===== src/sv/lssh_pkg.sv =====
// Shared types, widths and helpers for the log-spaced sample history.
// No dependencies; imported by every module of the block.
`default_nettype none

package lssh_pkg;

  localparam int STAMP_W  = 32;
  localparam int SAMPLE_W = 47;
  localparam int VALUE_W  = 48;
  localparam int BASE_W   = 16;
  localparam int IDX_W    = 4;

  localparam logic [BASE_W-1:0] BASE_RESET = 16'd225;

  typedef enum logic {
    REQ_INSERT = 1'b0,
    REQ_READ   = 1'b1
  } req_t;

  typedef struct packed {
    logic [STAMP_W-1:0]  stamp;
    logic [SAMPLE_W-1:0] sample;
  } entry_t;

  // True when now - stamp, taken as a signed difference, exceeds limit.
  function automatic logic too_old(input logic [STAMP_W-1:0] now,
                                   input logic [STAMP_W-1:0] stamp,
                                   input logic [STAMP_W-1:0] limit);
    logic [STAMP_W:0] diff;
    diff = {1'b0, now} - {1'b0, stamp};
    return !diff[STAMP_W] && (diff[STAMP_W-1:0] > limit);
  endfunction

endpackage

`default_nettype wire


===== src/sv/lssh_update.sv =====
// Next-history logic: front insert, drop/pad and pairwise ageing of the slots.
// Depends on lssh_pkg.
`default_nettype none

module lssh_update #(
  parameter int HISTORY_SLOTS = 10,
  parameter int CNT_W         = 4
) (
  input  wire logic                         insert,
  input  wire logic [lssh_pkg::STAMP_W-1:0]  now,
  input  wire logic [lssh_pkg::SAMPLE_W-1:0] value,
  input  wire logic [lssh_pkg::BASE_W-1:0]   base,
  input  wire logic [CNT_W-1:0]              count_i,
  input  lssh_pkg::entry_t                   slot_i [HISTORY_SLOTS],
  output lssh_pkg::entry_t                   slot_o [HISTORY_SLOTS],
  output logic [CNT_W-1:0]                   count_o
);
  import lssh_pkg::*;

  localparam int TOP_STEP = ((HISTORY_SLOTS - 2) / 2) * 2;
  localparam int STEPS    = TOP_STEP / 2;

  entry_t fresh;
  entry_t pad_entry;
  entry_t shifted [HISTORY_SLOTS];
  entry_t padded  [HISTORY_SLOTS];
  entry_t aged    [HISTORY_SLOTS];
  logic   full_path;
  logic   drop_third;

  assign fresh      = '{stamp: now, sample: value};
  assign full_path  = (count_i >= CNT_W'(2));
  // old slot 1 older than base: drop it, keeping old slot 0 as slot 1
  assign drop_third = too_old(now, slot_i[1].stamp, STAMP_W'(base));
  assign pad_entry  = drop_third ? slot_i[0] : slot_i[1];

  always_comb begin
    shifted[0] = fresh;
    padded[0]  = fresh;
    padded[1]  = pad_entry;
    for (int k = 1; k < HISTORY_SLOTS; k++) begin
      shifted[k] = slot_i[k-1];
    end
    for (int k = 2; k < HISTORY_SLOTS; k++) begin
      padded[k] = (CNT_W'(k) < count_i) ? slot_i[k] : pad_entry;
    end
  end

  // Each pair step reads only slots below those touched by the older steps,
  // so all steps work side by side on the padded history.
  assign aged[0] = padded[0];
  assign aged[1] = padded[1];

  for (genvar s = 1; s <= STEPS; s++) begin : g_step
    logic [STAMP_W-1:0] scaled;
    logic [STAMP_W-1:0] limit;
    logic               stale;
    entry_t             mid_mv;
    entry_t             old_mv;

    assign scaled = STAMP_W'(base) << s;
    assign limit  = scaled + (scaled >> 1);
    assign stale  = too_old(now, padded[2*s+1].stamp, limit);
    assign old_mv = stale ? padded[2*s]   : padded[2*s+1];
    assign mid_mv = stale ? padded[2*s-1] : padded[2*s];

    assign aged[2*s+1] = old_mv;
    assign aged[2*s]   = ((old_mv.stamp == mid_mv.stamp) &&
                          (mid_mv.stamp != padded[2*s-1].stamp)) ?
                         padded[2*s-1] : mid_mv;
  end

  if (TOP_STEP + 2 < HISTORY_SLOTS) begin : g_odd_tail
    assign aged[HISTORY_SLOTS-1] = padded[HISTORY_SLOTS-1];
  end

  always_comb begin
    for (int k = 0; k < HISTORY_SLOTS; k++) begin
      if (!insert) begin
        slot_o[k] = slot_i[k];
      end else if (full_path) begin
        slot_o[k] = aged[k];
      end else begin
        slot_o[k] = shifted[k];
      end
    end
    if (!insert) begin
      count_o = count_i;
    end else if (full_path) begin
      count_o = CNT_W'(HISTORY_SLOTS);
    end else begin
      count_o = count_i + CNT_W'(1);
    end
  end

endmodule

`default_nettype wire


===== src/sv/lssh_read.sv =====
// Slot selection for the result word; empty slots read as zero.
// Depends on lssh_pkg.
`default_nettype none

module lssh_read #(
  parameter int HISTORY_SLOTS = 10,
  parameter int CNT_W         = 4
) (
  input  lssh_pkg::entry_t                   slot_i [HISTORY_SLOTS],
  input  wire logic [CNT_W-1:0]              count_i,
  input  wire logic [lssh_pkg::IDX_W-1:0]    idx,
  output logic [lssh_pkg::STAMP_W-1:0]       stamp_o,
  output logic [lssh_pkg::SAMPLE_W-1:0]      sample_o
);
  import lssh_pkg::*;

  localparam int CMP_W = (CNT_W > IDX_W) ? CNT_W : IDX_W;

  logic hit;

  assign hit = (CMP_W'(idx) < CMP_W'(count_i));

  always_comb begin
    stamp_o  = '0;
    sample_o = '0;
    for (int k = 0; k < HISTORY_SLOTS; k++) begin
      if (hit && (CMP_W'(idx) == CMP_W'(k))) begin
        stamp_o  = slot_i[k].stamp;
        sample_o = slot_i[k].sample;
      end
    end
  end

endmodule

`default_nettype wire


===== src/sv/log_spaced_sample_history.sv =====
// Log-spaced sample history, top level.
// Depends on lssh_pkg, lssh_update and lssh_read.
//
// Use: the input channel (in_valid / in_stall) carries one request word:
// req_type, now_time, space_kb and read_index. An insert with a positive
// space_kb goes to the front of the history; the history then drops and pads
// slots and ages out older pairs so slot ages stay roughly log spaced. Every
// word, insert or read-only, yields exactly one result word on the output
// channel (out_valid / out_stall): accepted flag, slot count after the word,
// and the stamp and value of slot read_index (zero when that slot is empty).
// cfg_wr_en / cfg_wr_data write base_interval; write it only while idle.
//
// Timing: an accepted word sits in the input register; when the result
// register is free, the history is updated and the result register loaded,
// which raises out_valid. One word per cycle is sustained while the receiver
// does not stall: the whole history update is a single combinational pass
// between those two registers.
// When the receiver stalls, the result register holds and the input register
// still takes one more word; in_stall rises only when both are full.
// Reset (rst_n low, synchronous) empties the history, drops any word in
// flight and restores base_interval to 225.
`default_nettype none

module log_spaced_sample_history #(
  parameter int HISTORY_SLOTS = 10
) (
  input  wire logic                                   clk,
  input  wire logic                                   rst_n,
  input  wire logic                                   cfg_wr_en,
  input  wire logic [lssh_pkg::BASE_W-1:0]            cfg_wr_data,
  input  wire logic                                   in_valid,
  output logic                                        in_stall,
  input  wire logic                                   in_req_type,
  input  wire logic [lssh_pkg::STAMP_W-1:0]           in_now_time,
  input  wire logic signed [lssh_pkg::VALUE_W-1:0]    in_space_kb,
  input  wire logic [lssh_pkg::IDX_W-1:0]             in_read_index,
  output logic                                        out_valid,
  input  wire logic                                   out_stall,
  output logic                                        out_accepted,
  output logic [$clog2(HISTORY_SLOTS+1)-1:0]          out_entry_count,
  output logic [lssh_pkg::STAMP_W-1:0]                out_entry_time,
  output logic [lssh_pkg::SAMPLE_W-1:0]               out_entry_value
);
  import lssh_pkg::*;

  localparam int CNT_W = $clog2(HISTORY_SLOTS + 1);

  // input register
  logic                      s1_valid_r, s1_valid_nxt;
  logic                      s1_req_r;
  logic [STAMP_W-1:0]        s1_now_r;
  logic signed [VALUE_W-1:0] s1_value_r;
  logic [IDX_W-1:0]          s1_idx_r;

  // history and configuration
  logic [BASE_W-1:0]         base_r;
  entry_t                    slot_r   [HISTORY_SLOTS];
  entry_t                    slot_nxt [HISTORY_SLOTS];
  logic [CNT_W-1:0]          count_r, count_nxt;

  // result register
  logic                      out_valid_r, out_valid_nxt;
  logic                      out_accepted_r;
  logic [CNT_W-1:0]          out_count_r;
  logic [STAMP_W-1:0]        out_time_r, out_time_nxt;
  logic [SAMPLE_W-1:0]       out_value_r, out_value_nxt;

  logic                      in_take;
  logic                      out_free;
  logic                      s1_adv;
  logic                      do_insert;

  assign out_free = !out_valid_r || !out_stall;
  assign s1_adv   = s1_valid_r && out_free;
  assign in_stall = s1_valid_r && !out_free;
  assign in_take  = in_valid && !in_stall;

  // store only an insert with a strictly positive value
  assign do_insert = s1_valid_r && (s1_req_r == REQ_INSERT) &&
                     !s1_value_r[VALUE_W-1] && (s1_value_r != '0);

  lssh_update #(
    .HISTORY_SLOTS (HISTORY_SLOTS),
    .CNT_W         (CNT_W)
  ) u_update (
    .insert  (do_insert),
    .now     (s1_now_r),
    .value   (s1_value_r[SAMPLE_W-1:0]),
    .base    (base_r),
    .count_i (count_r),
    .slot_i  (slot_r),
    .slot_o  (slot_nxt),
    .count_o (count_nxt)
  );

  // read from the updated history so the result reflects this word
  lssh_read #(
    .HISTORY_SLOTS (HISTORY_SLOTS),
    .CNT_W         (CNT_W)
  ) u_read (
    .slot_i   (slot_nxt),
    .count_i  (count_nxt),
    .idx      (s1_idx_r),
    .stamp_o  (out_time_nxt),
    .sample_o (out_value_nxt)
  );

  always_comb begin
    if (in_take) begin
      s1_valid_nxt = 1'b1;
    end else if (s1_adv) begin
      s1_valid_nxt = 1'b0;
    end else begin
      s1_valid_nxt = s1_valid_r;
    end

    if (s1_adv) begin
      out_valid_nxt = 1'b1;
    end else if (!out_stall) begin
      out_valid_nxt = 1'b0;
    end else begin
      out_valid_nxt = out_valid_r;
    end
  end

  // control state
  always_ff @(posedge clk) begin
    if (!rst_n) begin
      s1_valid_r  <= 1'b0;
      out_valid_r <= 1'b0;
      count_r     <= '0;
      base_r      <= BASE_RESET;
    end else begin
      s1_valid_r  <= s1_valid_nxt;
      out_valid_r <= out_valid_nxt;
      if (s1_adv) begin
        count_r <= count_nxt;
      end
      if (cfg_wr_en) begin
        base_r <= cfg_wr_data;
      end
    end
  end

  // payload: input fields load on a take; history and result hold unless the stage advances
  always_ff @(posedge clk) begin
    if (in_take) begin
      s1_req_r   <= in_req_type;
      s1_now_r   <= in_now_time;
      s1_value_r <= in_space_kb;
      s1_idx_r   <= in_read_index;
    end
    if (s1_adv) begin
      slot_r         <= slot_nxt;
      out_accepted_r <= do_insert;
      out_count_r    <= count_nxt;
      out_time_r     <= out_time_nxt;
      out_value_r    <= out_value_nxt;
    end
  end

  assign out_valid       = out_valid_r;
  assign out_accepted    = out_accepted_r;
  assign out_entry_count = out_count_r;
  assign out_entry_time  = out_time_r;
  assign out_entry_value = out_value_r;

endmodule

`default_nettype wire


===== config.mk =====
export PLATFORM = sky130hd
export DESIGN_NAME = log_spaced_sample_history
export DESIGN_NICKNAME = d
export VERILOG_FILES = /design/src/sv/lssh_pkg.sv /design/src/sv/lssh_update.sv /design/src/sv/lssh_read.sv /design/src/sv/log_spaced_sample_history.sv
export SDC_FILE = /design/constraint.sdc
export NUM_CORES = 2
export LEC_CHECK = 0
export BUFFER_PORTS_ARGS = -buffer_cell sky130_fd_sc_hd__clkbuf_2
export CAP_MARGIN = 20
export CORE_ASPECT_RATIO = 0.9
export CORE_MARGIN = 5
export CORE_UTILIZATION = 35
export CTS_CLUSTER_DIAMETER = 40
export CTS_CLUSTER_SIZE = 30
export DETAILED_ROUTE_END_ITERATION = 12
export GPL_TIMING_DRIVEN = 0
export MAX_ROUTING_LAYER = met4
export SETUP_SLACK_MARGIN = 0.4
export SLEW_MARGIN = 20
export SYNTH_ARGS = -nofsm -noshare
export SYNTH_HDL_FRONTEND = slang
export SYNTH_SLANG_ARGS = --single-unit

===== constraint.sdc =====
create_clock -name clk -period 69.6 [get_ports clk]
set_input_delay 3.48 -clock clk [delete_from_list [all_inputs] [get_ports clk]]
set_output_delay 3.48 -clock clk [all_outputs]
set_load 0.005 [all_outputs]

==> impl_metrics.toml <==
[worst_setup_path]
worstPathMaxFanout = 13
regToRegStartpoint = "s1_now_r[1]"
crit_type = "reg -> reg"
reg2reg_slack_ns = 48.18
max_stage_delay_ns = 0.97
crit_path_frequent_cell = "a21oi_1"
worstPathArrival_ns = 21.96
r2r-end = "out_entry_time[10]"
startpoint_type = "flop"
cp-end-kind = "flop"
reg2reg_depth = 62
crit_path_top_delay_cell = "edfxtp_1"
worstPathRequired_ns = 70.14

[drt]
drc = 0
ant_nets = 0
avgViaCountPerCell = 7.183
post_drt_wl_per_cell_um = 46.94
routed-via-count = 96180
wirelength_um = 628500
drtIter0Drc = 21690
dr.pass1.iters = 11

[hold_path]
hold_start = "s1_valid_r"
min_to = "out_valid"
hold_class = "reg -> reg"
hold_depth = 2

[floorplanning]
core_um2 = 227200
ios = 192
die_h_um = 463.2
die_x_um = 513.6
num_rows = 166
die_area_um2 = 237900
initial_core_util_pct = 35.15

[grt]
grt-ovfl-total = 0
grt_max_degree = 28
grt_pass1_wl_um = 802500
antenna_found_initial = 122
track_usage_pct = 51.53
grt_pass1_vias = 83500

[cts]
path_clk_slew_ns = 0.06
cts_tree = "yes"
cts_buffer_depth = 4
cts_setup_buffers = 0
cts_made_buffers = 235
clockRootBuffer = "clkbuf_16"
cts_resized = 0
htree_levels = 4
holdBufCountCts = 0
clk_latency_ns = 0.99
cts_sinks = 981

[synthesis]
avgSynthCellArea_um2 = 8.480
syn-num-nets = 9800
ys_seq_area_share_pct = 36.61
synth.distinct_cells = 108
synth_cells = 9419
synth_top_area_share_pct = 36.05
synth_area_um2 = 79870
synth_area_leaders = "edfxtp_1 (36%), mux2i_1 (7.1%), nand2_1 (6.2%)"
synth_top_cell_by_area = "edfxtp_1"
synth-edff-count = 959
async_reset_ff_share_pct = 0
synth_seq_cells = 981
dominantRegCellSynth = "edfxtp_1"
yosys_warnings = 0

[place]
hpwl_um = 497900
gp_congestion = 1.189
portBuffers = 190
pre_cts_ws_ns = 49.26

[timing]
period_share_pct = 30.78
setup_slack_ns = 48.18
whs_ns = 0.5612
worst_pin_slew_ns = 1.469
hold_viol_final = 0
slew_viol_final = 0
clock.fmax_mhz = 46.68
rsz0062_at_grt = "false"
post-route-min-period_ns = 21.42
skew_ns = 0.1167
setup_viol = 0
slew_headroom_pct = 2.043

[finish]
area_delta_synth_final_pct = 23.00
drive_above_1_share_pct = 14.59
fin_nets = 10420
n_fill_cell = 22530

[pwr]
power.total_uw = 2661
power.leakage_uw = 0.03936
ir_drop_uv = 35.69
p_per_area_nw_per_um2 = 27.09

[run_status]
outcome = "finished clean"

[flow_run]
drv_cap = 0
[cell families after synthesis]
group,count (synthesis),share of synthesized area [%]
xor+xnor,300,3.299
compound gates,3386,26.67
mux,723,9.347
fa+ha+maj,278,4.392
flops,981,36.61
buf+inv,913,4.518
simple gates,2838,15.17
[per-layer routing]
metal	wire length [µm]	track usage [%]
met5	0	-
met4	44700	28.59
met3	115400	30.44
met2	220000	60.46
met1	248400	66.43
[area by class of cell]
class	instances	area (µm²)	share of cell area, %
antenna	130	325.3	0.3311
multi-input combinational	7525	48000	48.86
timing repair buffer	385	4951	5.040
sequential	981	29240	29.76
clock buffer	253	6012	6.120
buffer	706	3097	3.152
inverter	207	777.0	0.7909
tap	3024	3784	3.851
clock inverter	179	2058	2.095
[state kept, by name (all words and copies together) (netlist names)]
| signal | cells |
|---|---|
| out_entry_count | 4 |
| out_valid | 1 |
| s1_req_r | 1 |
| count_r | 4 |
| slot_r | 790 |
| s1_idx_r | 4 |
| base_r | 16 |
| out_entry_value | 47 |
| s1_valid_r | 1 |
| out_entry_time | 32 |
| s1_value_r | 48 |
| out_accepted | 1 |
| s1_now_r | 32 |
[cells in the mapped netlist, types with 15 or more instances]
| master | number |
|---|---|
| a2111oi_0 | 17 |
| a211o_1 | 29 |
| a211oi_1 | 131 |
| a21boi_0 | 18 |
| a21o_1 | 151 |
| a21oi_1 | 973 |
| a221oi_1 | 86 |
| a22oi_1 | 125 |
| a311o_1 | 15 |
| a311oi_1 | 18 |
| a31oi_1 | 40 |
| and2_1 | 68 |
| and3_1 | 24 |
| buf_1 | 79 |
| buf_2 | 55 |
| clkbuf_1 | 550 |
| dfxtp_1 | 22 |
| edfxtp_1 | 959 |
| ha_1 | 270 |
| inv_1 | 195 |
| mux2_2 | 139 |
| mux2i_1 | 570 |
| nand2_1 | 1324 |
| nand2b_1 | 54 |
| nand3_1 | 70 |
| nand4_1 | 78 |
| nor2_1 | 916 |
| nor2b_1 | 55 |
| nor3_1 | 82 |
| nor4_1 | 58 |
| o2111ai_1 | 21 |
| o211a_1 | 54 |
| o211ai_1 | 179 |
| o21a_1 | 53 |
| o21ai_0 | 850 |
| o21ai_1 | 98 |
| o21bai_1 | 39 |
| o221a_2 | 57 |
| o221ai_1 | 30 |
| o22ai_1 | 161 |
| o31ai_1 | 108 |
| or2_2 | 31 |
| or3_1 | 20 |
| xnor2_1 | 203 |
| xor2_1 | 96 |
[metrics by stage]
stage	util (%)	cells	TNS (ns)	instance area, µm²
final	43.24	13390	0	98240
after global routing	43.18	13340	0	98130
after CTS	43.02	13250	0	97760
after detailed placement	39.47	12820	0	89690
after global placement	37.24	12630	-3337.99	84610
after floorplan	-	9419	0	79870
[cells in the final DEF (no fill, tap or decap), drive strengths merged, types with 24 or more instances in the layout]
cell | netlist | final
a211o | 29 | 29
a211oi | 137 | 137
a21o | 151 | 151
a21oi | 981 | 981
a221oi | 86 | 86
a22oi | 125 | 125
a31oi | 43 | 43
and2 | 68 | 68
and3 | 24 | 24
buf | 156 | 348
bufinv | 0 | 30
clkbuf | 550 | 996
clkinv | 5 | 87
clkinvlp | 0 | 24
diode | 0 | 130
edfxtp | 959 | 959
ha | 270 | 270
inv | 202 | 245
mux2 | 143 | 143
mux2i | 580 | 580
nand2 | 1324 | 1324
nand2b | 54 | 54
nand3 | 70 | 70
nand4 | 78 | 78
nor2 | 916 | 916
nor2b | 55 | 55
nor3 | 82 | 82
nor4 | 62 | 62
o211a | 54 | 54
o211ai | 185 | 185
o21a | 53 | 53
o21ai | 949 | 949
o21bai | 39 | 39
o221a | 57 | 57
o221ai | 30 | 30
o22ai | 161 | 161
o31ai | 109 | 109
or2 | 33 | 33
xnor2 | 204 | 204
xor2 | 96 | 96
[how the worst max path moves through the flow]
stage / from / endpoint / slack (ns) / depth (start not counted)
after floorplan: out_stall / count_r[2] / 22.45 / 3
after global routing: s1_now_r[1] / out_entry_time[10] / 48.10 / 62
after CTS: s1_now_r[1] / out_entry_time[28] / 49.11 / 62
after global placement: out_stall / count_r[2] / -5.09 / 4
after detailed placement: s1_now_r[1] / out_entry_time[28] / 49.26 / 62
final: s1_now_r[1] / out_entry_time[10] / 48.18 / 62
[where the power goes]
group / leakage, µW / switching (µW) / internal [µW] / total (µW)
registers: 0.00923 / 40.6 / 687 / 728
clock network: 0.00391 / 431 / 741 / 1170
logic: 0.0262 / 530 / 231 / 760
total: 0.0394 / 1000 / 1660 / 2660
[critical path: cells and delay by family, from the launching register on]
family                     cells  cell delay, ns
AOI/OAI and AO/OA             22            6.21
and+or+nand+nor               20            5.40
buffers and inverters         12            5.08
adders and majority gates      4            1.61
muxes                          2            1.30
DFF                            1            0.97
xor gates and xnor gates       2            0.26
Note: power is estimated with default switching activity, not from simulation.
